$ cat config.mk
export PLATFORM = sky130hd
export DESIGN_NAME = max_sum_after_partitioning_top
export DESIGN_NICKNAME = d
export VERILOG_FILES = /design/src/sv/msap_pkg.sv /design/src/sv/msap_store.sv /design/src/sv/msap_eval.sv /design/src/sv/max_sum_after_partitioning_top.sv
export SDC_FILE = /design/constraint.sdc
export NUM_CORES = 2
export LEC_CHECK = 0
export ABC_AREA = 1
export BUFFER_PORTS_ARGS = -buffer_cell sky130_fd_sc_hd__buf_4
export CORE_ASPECT_RATIO = 0.5
export CORE_MARGIN = 2
export CORE_UTILIZATION = 30
export CTS_CLUSTER_SIZE = 28
export DETAILED_ROUTE_END_ITERATION = 10
export RECOVER_POWER = 100
export SETUP_SLACK_MARGIN = 0.15
export SYNTH_ARGS = -nofsm -noshare
export SYNTH_HDL_FRONTEND = slang
export SYNTH_SLANG_ARGS = --single-unit
$ cat constraint.sdc
create_clock -name clk -period 8.9 [get_ports clk]
set_input_delay 2.225 -clock clk [delete_from_list [all_inputs] [get_ports clk]]
set_output_delay 2.225 -clock clk [all_outputs]
set_load 0.005 [all_outputs]
$ cat src/sv/msap_pkg.sv
// ----------------------------------------------------------------------------
// msap_pkg
// shared widths, limits and sideband types for the partition max-sum block
// ----------------------------------------------------------------------------
package msap_pkg;

  localparam int VALUE_W       = 16;
  localparam int TOTAL_W       = 48;
  localparam int CFG_W         = 5;
  localparam int SUM_W         = 50;
  localparam int K_MAX_DEFAULT = 16;

  localparam logic [CFG_W-1:0] CFG_RESET = 5'd3;

  localparam logic signed [TOTAL_W-1:0] TOTAL_MAX = 48'sh7FFF_FFFF_FFFF;
  localparam logic signed [TOTAL_W-1:0] TOTAL_MIN = 48'sh8000_0000_0000;

  // read issue toward the memories
  typedef struct packed {
    logic valid;
    logic zero_pb;
  } rd_req_t;

  // tag that comes back with the registered read data
  typedef struct packed {
    logic valid;
    logic first;
    logic zero_pb;
  } rd_tag_t;

endpackage

$ cat src/sv/msap_store.sv
// ----------------------------------------------------------------------------
// msap_store
// circular value and prefix-best memories, one write and one registered read
// port each
// ----------------------------------------------------------------------------
module msap_store #(
  parameter int AW = 4,
  parameter int LW = 5
) (
  input  logic                                clk,
  input  logic                                rst,
  input  logic                                vwr_en,
  input  logic [AW-1:0]                       vwr_addr,
  input  logic signed [msap_pkg::VALUE_W-1:0] vwr_data,
  input  logic                                pwr_en,
  input  logic [AW-1:0]                       pwr_addr,
  input  logic signed [msap_pkg::TOTAL_W-1:0] pwr_data,
  input  msap_pkg::rd_req_t                   rd_req,
  input  logic [AW-1:0]                       rd_vaddr,
  input  logic [AW-1:0]                       rd_paddr,
  input  logic [LW-1:0]                       rd_l,
  output msap_pkg::rd_tag_t                   rd_tag,
  output logic [LW-1:0]                       rd_l_q,
  output logic signed [msap_pkg::VALUE_W-1:0] rd_value,
  output logic signed [msap_pkg::TOTAL_W-1:0] rd_pb
);

  localparam int DEPTH = 1 << AW;

  logic signed [msap_pkg::VALUE_W-1:0] vmem [DEPTH];
  logic signed [msap_pkg::TOTAL_W-1:0] pmem [DEPTH];

  always_ff @(posedge clk) begin
    if (vwr_en) begin
      vmem[vwr_addr] <= vwr_data;
    end
    if (pwr_en) begin
      pmem[pwr_addr] <= pwr_data;
    end
    rd_value <= vmem[rd_vaddr];
    rd_pb    <= pmem[rd_paddr];
  end

  always_ff @(posedge clk) begin
    if (rst) begin
      rd_tag.valid <= 1'b0;
    end else begin
      rd_tag.valid <= rd_req.valid;
    end
    rd_tag.first   <= (rd_l == LW'(1));
    rd_tag.zero_pb <= rd_req.zero_pb;
    rd_l_q         <= rd_l;
  end

endmodule

$ cat src/sv/msap_eval.sv
// ----------------------------------------------------------------------------
// msap_eval
// running window maximum, group product and best-candidate compare
// ----------------------------------------------------------------------------
module msap_eval #(
  parameter int LW = 5
) (
  input  logic                                clk,
  input  logic                                rst,
  input  msap_pkg::rd_tag_t                   rd_tag,
  input  logic [LW-1:0]                       rd_l,
  input  logic signed [msap_pkg::VALUE_W-1:0] rd_value,
  input  logic signed [msap_pkg::TOTAL_W-1:0] rd_pb,
  output logic                                busy,
  output logic signed [msap_pkg::SUM_W-1:0]   best
);

  logic signed [msap_pkg::VALUE_W-1:0] run_max;
  logic signed [msap_pkg::VALUE_W-1:0] new_max;
  logic                                s2_valid;
  logic                                s2_first;
  logic signed [LW+16:0]               prod;
  logic signed [msap_pkg::TOTAL_W-1:0] pb;
  logic signed [msap_pkg::SUM_W-1:0]   cand;

  assign new_max = (rd_tag.first || (rd_value > run_max)) ? rd_value : run_max;
  assign cand    = msap_pkg::SUM_W'(pb) + msap_pkg::SUM_W'(prod);
  assign busy    = rd_tag.valid || s2_valid;

  always_ff @(posedge clk) begin
    if (rst) begin
      s2_valid <= 1'b0;
    end else begin
      s2_valid <= rd_tag.valid;
    end
    if (rd_tag.valid) begin
      run_max  <= new_max;
      prod     <= $signed({1'b0, rd_l}) * new_max;
      pb       <= rd_tag.zero_pb ? '0 : rd_pb;
      s2_first <= rd_tag.first;
    end
    if (s2_valid) begin
      if (s2_first || (cand > best)) begin
        best <= cand;
      end
    end
  end

endmodule

$ cat src/sv/max_sum_after_partitioning_top.sv
// ----------------------------------------------------------------------------
// max_sum_after_partitioning_top
// flow: per accepted request, lim = min(k, count) candidate group lengths are
//   read through the single memory read port, the evaluation pipeline drains,
//   then the result loads; no new request is taken until the result is loaded
// reset: synchronous, clears the sequencer, counts and output valid; k = 3
// streaming best partition sum with groups of at most k elements
// ----------------------------------------------------------------------------
module max_sum_after_partitioning_top #(
  parameter int K_MAX = msap_pkg::K_MAX_DEFAULT
) (
  input  logic                                clk,
  input  logic                                rst,
  input  logic                                in_valid,
  output logic                                in_stall,
  input  logic signed [msap_pkg::VALUE_W-1:0] value,
  input  logic                                last_element,
  output logic                                out_valid,
  input  logic                                out_stall,
  output logic signed [msap_pkg::TOTAL_W-1:0] best_total,
  output logic                                saturated,
  output logic                                array_done,
  input  logic                                cfg_valid,
  output logic                                cfg_ready,
  input  logic [msap_pkg::CFG_W-1:0]          cfg_data
);

  localparam int AW = (K_MAX > 1) ? $clog2(K_MAX) : 1;
  localparam int LW = $clog2(K_MAX + 1);

  localparam logic [1:0] ST_IDLE = 2'd0;
  localparam logic [1:0] ST_RUN  = 2'd1;
  localparam logic [1:0] ST_WAIT = 2'd2;
  localparam logic [1:0] ST_FIN  = 2'd3;

  logic [1:0]                  state;
  logic [msap_pkg::CFG_W-1:0]  cfg_k;
  logic [AW-1:0]               wp;
  logic [LW-1:0]               seen;
  logic [LW-1:0]               lim;
  logic [LW-1:0]               j;
  logic                        last_q;

  logic                        in_acc;
  logic                        fin_go;
  logic [LW-1:0]               k_eff;
  logic [LW:0]                 seen_p1;
  logic [LW-1:0]               lim_next;

  msap_pkg::rd_req_t           rd_req;
  msap_pkg::rd_tag_t           rd_tag;
  logic [AW-1:0]               rd_vaddr;
  logic [AW-1:0]               rd_paddr;
  logic [LW-1:0]               rd_l;
  logic [LW-1:0]               rd_l_q;
  logic signed [msap_pkg::VALUE_W-1:0] rd_value;
  logic signed [msap_pkg::TOTAL_W-1:0] rd_pb;
  logic                        eval_busy;
  logic signed [msap_pkg::SUM_W-1:0]   best_sum;
  logic signed [msap_pkg::TOTAL_W-1:0] best_clamp;
  logic                        sat_now;

  assign cfg_ready = 1'b1;
  assign in_stall  = (state != ST_IDLE);
  assign in_acc    = in_valid && !in_stall;
  assign fin_go    = (state == ST_FIN) && (!out_valid || !out_stall);

  // effective group length and step count
  always_comb begin
    if (cfg_k == '0) begin
      k_eff = LW'(1);
    end else if (int'(cfg_k) > K_MAX) begin
      k_eff = LW'(K_MAX);
    end else begin
      k_eff = LW'(cfg_k);
    end
    seen_p1 = {1'b0, seen} + 1'b1;
    if (seen_p1 > {1'b0, k_eff}) begin
      lim_next = k_eff;
    end else begin
      lim_next = seen_p1[LW-1:0];
    end
  end

  assign rd_req.valid   = (state == ST_RUN);
  assign rd_req.zero_pb = (j == seen);
  assign rd_vaddr       = wp - AW'(j);
  assign rd_paddr       = wp - AW'(j) - 1'b1;
  assign rd_l           = j + 1'b1;

  always_comb begin
    if (best_sum > msap_pkg::SUM_W'(msap_pkg::TOTAL_MAX)) begin
      best_clamp = msap_pkg::TOTAL_MAX;
      sat_now    = 1'b1;
    end else if (best_sum < msap_pkg::SUM_W'(msap_pkg::TOTAL_MIN)) begin
      best_clamp = msap_pkg::TOTAL_MIN;
      sat_now    = 1'b1;
    end else begin
      best_clamp = best_sum[msap_pkg::TOTAL_W-1:0];
      sat_now    = 1'b0;
    end
  end

  msap_store #(
    .AW(AW),
    .LW(LW)
  ) u_store (
    .clk      (clk),
    .rst      (rst),
    .vwr_en   (in_acc),
    .vwr_addr (wp),
    .vwr_data (value),
    .pwr_en   (fin_go),
    .pwr_addr (wp),
    .pwr_data (best_clamp),
    .rd_req   (rd_req),
    .rd_vaddr (rd_vaddr),
    .rd_paddr (rd_paddr),
    .rd_l     (rd_l),
    .rd_tag   (rd_tag),
    .rd_l_q   (rd_l_q),
    .rd_value (rd_value),
    .rd_pb    (rd_pb)
  );

  msap_eval #(
    .LW(LW)
  ) u_eval (
    .clk      (clk),
    .rst      (rst),
    .rd_tag   (rd_tag),
    .rd_l     (rd_l_q),
    .rd_value (rd_value),
    .rd_pb    (rd_pb),
    .busy     (eval_busy),
    .best     (best_sum)
  );

  always_ff @(posedge clk) begin
    if (rst) begin
      state     <= ST_IDLE;
      cfg_k     <= msap_pkg::CFG_RESET;
      wp        <= '0;
      seen      <= '0;
      j         <= '0;
      out_valid <= 1'b0;
    end else begin
      if (cfg_valid && cfg_ready) begin
        cfg_k <= cfg_data;
      end
      case (state)
        ST_IDLE: begin
          if (in_acc) begin
            lim    <= lim_next;
            last_q <= last_element;
            j      <= '0;
            state  <= ST_RUN;
          end
        end
        ST_RUN: begin
          if (j == lim - 1'b1) begin
            state <= ST_WAIT;
          end else begin
            j <= j + 1'b1;
          end
        end
        ST_WAIT: begin
          if (!eval_busy) begin
            state <= ST_FIN;
          end
        end
        ST_FIN: begin
          if (fin_go) begin
            wp <= wp + 1'b1;
            if (last_q) begin
              seen <= '0;
            end else if (seen != LW'(K_MAX)) begin
              seen <= seen + 1'b1;
            end
            state <= ST_IDLE;
          end
        end
        default: begin
          state <= ST_IDLE;
        end
      endcase
      if (fin_go) begin
        out_valid <= 1'b1;
      end else if (out_valid && !out_stall) begin
        out_valid <= 1'b0;
      end
    end
  end

  always_ff @(posedge clk) begin
    if (fin_go) begin
      best_total <= best_clamp;
      saturated  <= sat_now;
      array_done <= last_q;
    end
  end

  a_fin_load: assert property (@(posedge clk) disable iff (rst)
    fin_go |=> out_valid)
    else $error("result not loaded after final step");

  a_seen_range: assert property (@(posedge clk) disable iff (rst)
    int'(seen) <= K_MAX)
    else $error("element count above window depth");

  a_issue_range: assert property (@(posedge clk) disable iff (rst)
    (state == ST_RUN) |-> (j < lim))
    else $error("read issued past step count");

  a_clear: assert property (@(posedge clk) disable iff (rst)
    (fin_go && last_q) |=> (seen == '0))
    else $error("array state not cleared at end of array");

  a_idle_quiet: assert property (@(posedge clk) disable iff (rst)
    (state == ST_IDLE) |-> !eval_busy)
    else $error("evaluation pipeline active while idle");

endmodule

# == Word-level counts from Yosys, hierarchy flattened ==
# Memories as Yosys holds them, arrays and structs flattened. A register that Yosys moved wholly into a read port is not among the register bits.
# Index checks and enable logic that the tools add are counted.
# op_classes
n_addsub,8
multipliers,1
order_cmp,6
n_eq_ne,12
n_mux,23
bitwise_logic,1
reduce_logical,22
# ops
operator,count
$mux W48,2
$gt A50 B48 Y1 const B,1
$gt A50 B50 Y1,1
$lt A50 B48 Y1 const B,1
$add A48 B22 Y49,1
$mux W5,7
$mul A6 B16 Y22,1
$gt A16 B16 Y1,1
$mux W16,1
$add A5 B1 Y5 const B,2
$eq A5 B5 Y1,2
$ne A2 B2 Y1 const B,5
$pmux W5 S2,1
$reduce_and A3 Y1,3
$mux W2,4
$pmux W2 S4,1
$reduce_bool A2 Y1,4
$mux W1,7
$add A5 B1 Y6 const B,1
$gt A6 B5 Y1,1
$eq A5 B1 Y1 const B,1
$gt A5 B5 Y1 const B,1
$logic_not A5 Y1,1
$ne A5 B5 Y1 const B,1
other kinds (13),22
# word_totals
ff_bits,224
ramBits,1024
input_bits,27
output_inout_bits,53
elab_cells,96
memories,2
# mem_list
name,words,width,rd,rd_ports_with_merged_regs,write_ports,line,source
u_store.pmem,16,48,1,1,1,msap_store.sv:31,logic signed [msap_pkg::TOTAL_W-1:0] pmem [DEPTH];
u_store.vmem,16,16,1,1,1,msap_store.sv:30,logic signed [msap_pkg::VALUE_W-1:0] vmem [DEPTH];

# == Logic depth before layout (Yosys ltp) ==
# depth
depth_word,5
mapped_depth,34
depth_no_buf,33

# == Cells and area by module ==
# From an unflattened synthesis, not the netlist that was laid out.
# hier_totals
cells_unflattened,6347
hier_area_um2,62092.1
# modules_own_cells
module,instances,cells_each,area_per_inst_um2,seq_area_each_um2
msap_store,1,4256,45354.7,32190.9
msap_eval,1,1648,12812.3,4103.9
max_sum_after_partitioning_top,1,443,3925.0,2122.0

# == Least setup slack after synthesis ==
# No wires, ideal clock.
# synth_timing
kind,in2reg
from,input out_stall
to,memory u_store.pmem[10][0] (netlist bit) (enable)
setup_ns,0.513
arrival_time_ns,5.960
required_ns,8.387
slack_ns,2.427
cell_stages,4
n_path_buf,1
cell_sequence,nand2_1 nand2_1 clkbuf_1 nor3_1
# synth_between
elab_chain_cells,5
# synth_rtl
element,line,source
start: declaration,max_sum_after_partitioning_top.sv:19,"input logic out_stall,"
$logic_not A1 Y1,max_sum_after_partitioning_top.sv:66,assign fin_go = (state == ST_FIN) && (!out_valid || !out_stall);
$logic_or A1 B1 Y1,max_sum_after_partitioning_top.sv:66,
$logic_and A1 B1 Y1,max_sum_after_partitioning_top.sv:66,
$mux W1,msap_store.sv:37,if (pwr_en) begin
$mux W1 (implied by the code),msap_store.sv:38,pmem[pwr_addr] <= pwr_data;
end: declaration,msap_store.sv:31,
# No other way between the ends.

# == Worst setup path after layout ==
# layout_timing
from,register wp[0]
to,"register u_store.rd_pb[13] (netlist bit), read port of u_store.pmem"
# layout_between
elab_chain_cells,2
# layout_rtl
element,line,source
start: declaration,max_sum_after_partitioning_top.sv:38,logic [AW-1:0] wp;
start signal: assignment,max_sum_after_partitioning_top.sv:174,wp <= wp + 1'b1;
$sub A4 B4 Y4,max_sum_after_partitioning_top.sv:88,assign rd_paddr = wp - AW'(j) - 1'b1;
$sub A4 B1 Y4,max_sum_after_partitioning_top.sv:88,
end: declaration,msap_store.sv:25,output logic signed [msap_pkg::TOTAL_W-1:0] rd_pb
# No other way between the ends.
# A chain may end at the register's enable or synchronous reset.

==> impl_metrics.toml <==
[sta]
skew_ns = 0.0393
rsz0062_at_grt = "false"
relSlewSlack_pct = -220
fin_crit_ns = 6.76
fmaxAchievable_mhz = 148
setup_viol = 0
fin_hold_ws_ns = 0.460
fin_tns_setup_ns = 0
hold_viol = 0
slew_violations = 1192
worst_slew_pin_slew_ns = 4.79
final.period_utilization_pct = 75.9

[detailed_routing]
drt_wl_total_um = 143000
avgRoutedWirePerCell_um = 18.9
drc = 0
vias_per_cell = 4.87
firstDrtPassIters = 6
drt_iter0_markers = 3241
vias = 36900
antenna_left = 0

[floorplanning]
pin_count = 80
core_um2 = 190000
chipHeight_um = 314
die_w_um = 623
start_util_pct = 30.3
num_rows = 113
die_area_um2 = 196000

[global_route]
grt-ovfl-total = 0
grtUsageTotal_pct = 14.3
grt_pass1_vias = 35700
grt_pass1_wl_um = 217000
grt_max_degree = 227
antenna_found_initial = 2

[synthesis]
netlist_area_um2 = 57500
yosys_register_bits = 1311
ys_warn_count = 0
syn_area_per_cell_um2 = 11.7
yosysUniqueCellTypes = 50
synth-edff-count = 1216
ys_async_sr_fraction_pct = 0
syn_inst = 4899
ys.flop_type = "edfxtp_1"
synth_nets = 5154
yosysSeqAreaShare_pct = 66.8

[final_layout]
drive_gt1_share_pct = 5.56
fillerInstances = 18600
syn_to_final_growth_pct = 12.5
nets = 5205

[place]
portBuffers = 78
detailed_place_hpwl_um = 79300
globalplace.congestion = 0.925

[worst_hold_path]
hold_start = "last_q"
min_path_type = "reg -> reg"

[outcome]
status = "finished, violations left"
violations = "max-capacitance violations, max-slew violations"

[worst_setup_path]
critPathArrivalTime_ns = 7.40
r2r-start = "wp[0]"
start_kind = "flip-flop"
crit_start = "wp[0]"
path_max_fanout = 50
worst_setup_path_end_kind = "flip-flop"
crit_type = "reg -> reg"
critPathRequiredTime_ns = 9.54

[clock_network]
postCtsHoldBufs = 0
tritoncts = "done"
root_buffer = "clkbuf_16"
cts_resized = 0
clkLatencyLatePin_ns = 0.77
clock_path_buffers = 3
ctsHtreeMaxLevel = 4
cts.sinks = 1311
path_clk_slew_ns = 0.06
cts_setup_buffers = 0
cts_buffers = 130

[flow_run]
maxCapViolCount = 28
==> area by class of cell <==
class                   count  area (um^2)  share of cell area [%]
diodes                      1         2.50                 0.00386
clock buffers             176         3600                    5.56
clock inverters            57          469                   0.725
inverters                 401         1530                    2.36
multi-input cells        2948        16700                    25.8
flip-flops and latches   1311        38400                    59.3
well taps                2530         3170                    4.89
repair buffers            158          887                    1.37
==> per-layer routing <==
| layer | GRT usage (%) | routed length [um] | up-vias |
|---|---|---|---|
| met1 | 20.1 | 66900 | 18200 |
| li1 | - | - | 17600 |
| met2 | 23.1 | 65800 | 940 |
| met4 | 3.68 | 2950 | 0 |
| met3 | 2.26 | 7400 | 197 |
| met5 | 0 | 0 | - |
==> final timing paths <==
path | endpoint | slack [ns] | depth (start not counted)
worst max register to register | u_store.rd_pb[13] | 2.14 | 11
worst max-delay path | u_store.rd_pb[13] | 2.14 | 11
worst min-delay path | array_done | 0.46 | 0
worst min register to register | array_done | 0.46 | 0
==> cell usage after synthesis (64+ instances only) <==
cell,count,area [um^2]
o21ai_0,590,2950
o221ai_1,96,841
clkbuf_1,160,601
nor2_1,894,3360
o22ai_1,98,613
nand2_1,422,1580
o32ai_1,64,561
ha_1,177,2210
a21oi_1,174,871
nand3_1,89,445
edfxtp_1,1216,36500
inv_1,396,1490
dfxtp_1,95,1900
==> layout by cell type (no fill, tap or decap), types with 7 or more instances in the layout <==
cell type and n:
edfxtp_1 1216, nor2_1 885, o21ai_0 610, nand2_1 424, inv_1 393, ha_1 176, a21oi_1 174, clkbuf_16 134
clkbuf_1 120, o22ai_1 98, o221ai_1 96, dfxtp_1 95, nand3_1 89, o32ai_1 64, xor2_1 51, o211ai_1 51
fa_1 50, clkbuf_4 42, nor3_1 35, a31oi_1 23, clkinv_1 22, buf_4 22, clkinv_2 20, xnor2_1 19
a21o_1 13, nand4_1 13, o21bai_1 12, clkbuf_8 9, inv_6 7
==> worst max-delay path, stage by stage, from the launching register on <==
cell and delay (ns):
dfxtp_1 0.41, inv_1 0.13, ha_1 0.24, fa_4 0.44, or2_1 0.24, nand2_1 1.41
nand3_1 0.49, xor2_4 0.28, clkbuf_1 1.84, buf_4 0.75, o211ai_1 0.16, o21ai_0 0.19
==> state kept, by name (all words and copies together) (netlist names), 22 cells and up <==
name	count
u_store.vmem	256
u_eval.prod	22
u_store.rd_pb	48
u_eval.pb	48
u_store.pmem	768
best_total	48
u_eval.best	49
==> metrics by stage <==
stage | worst slack (ns) | std cells | util [%] | instance area, um^2
after floorplan | 2.43 | 4899 | - | 57500
after global placement | 3.23 | 7348 | 32.2 | 61100
after detailed placement | 3.20 | 7348 | 32.2 | 61100
after CTS | 3.19 | 7581 | 34.3 | 65200
after global routing | 1.63 | 7582 | 34.1 | 64800
final | 2.14 | 7582 | 34.1 | 64800
==> cells by family (layout without fill, tap and decap cells) <==
logic type / Yosys count / after routing / synth area share (%)
XOR/XNOR: 74 / 74 / 1.18
AO/OA/AOI/OAI: 1170 / 1170 / 11.9
buffers and inverters: 640 / 792 / 4.43
AND/OR/NAND/NOR: 1475 / 1475 / 10.1
flip-flops: 1311 / 1311 / 66.8
other: 1 / 2 / 0.00652
adder cells (fa/ha/maj): 228 / 228 / 5.62
Power is not shown: default switching activity piles up to over one toggle a cycle in this logic, so the estimate is an artifact.
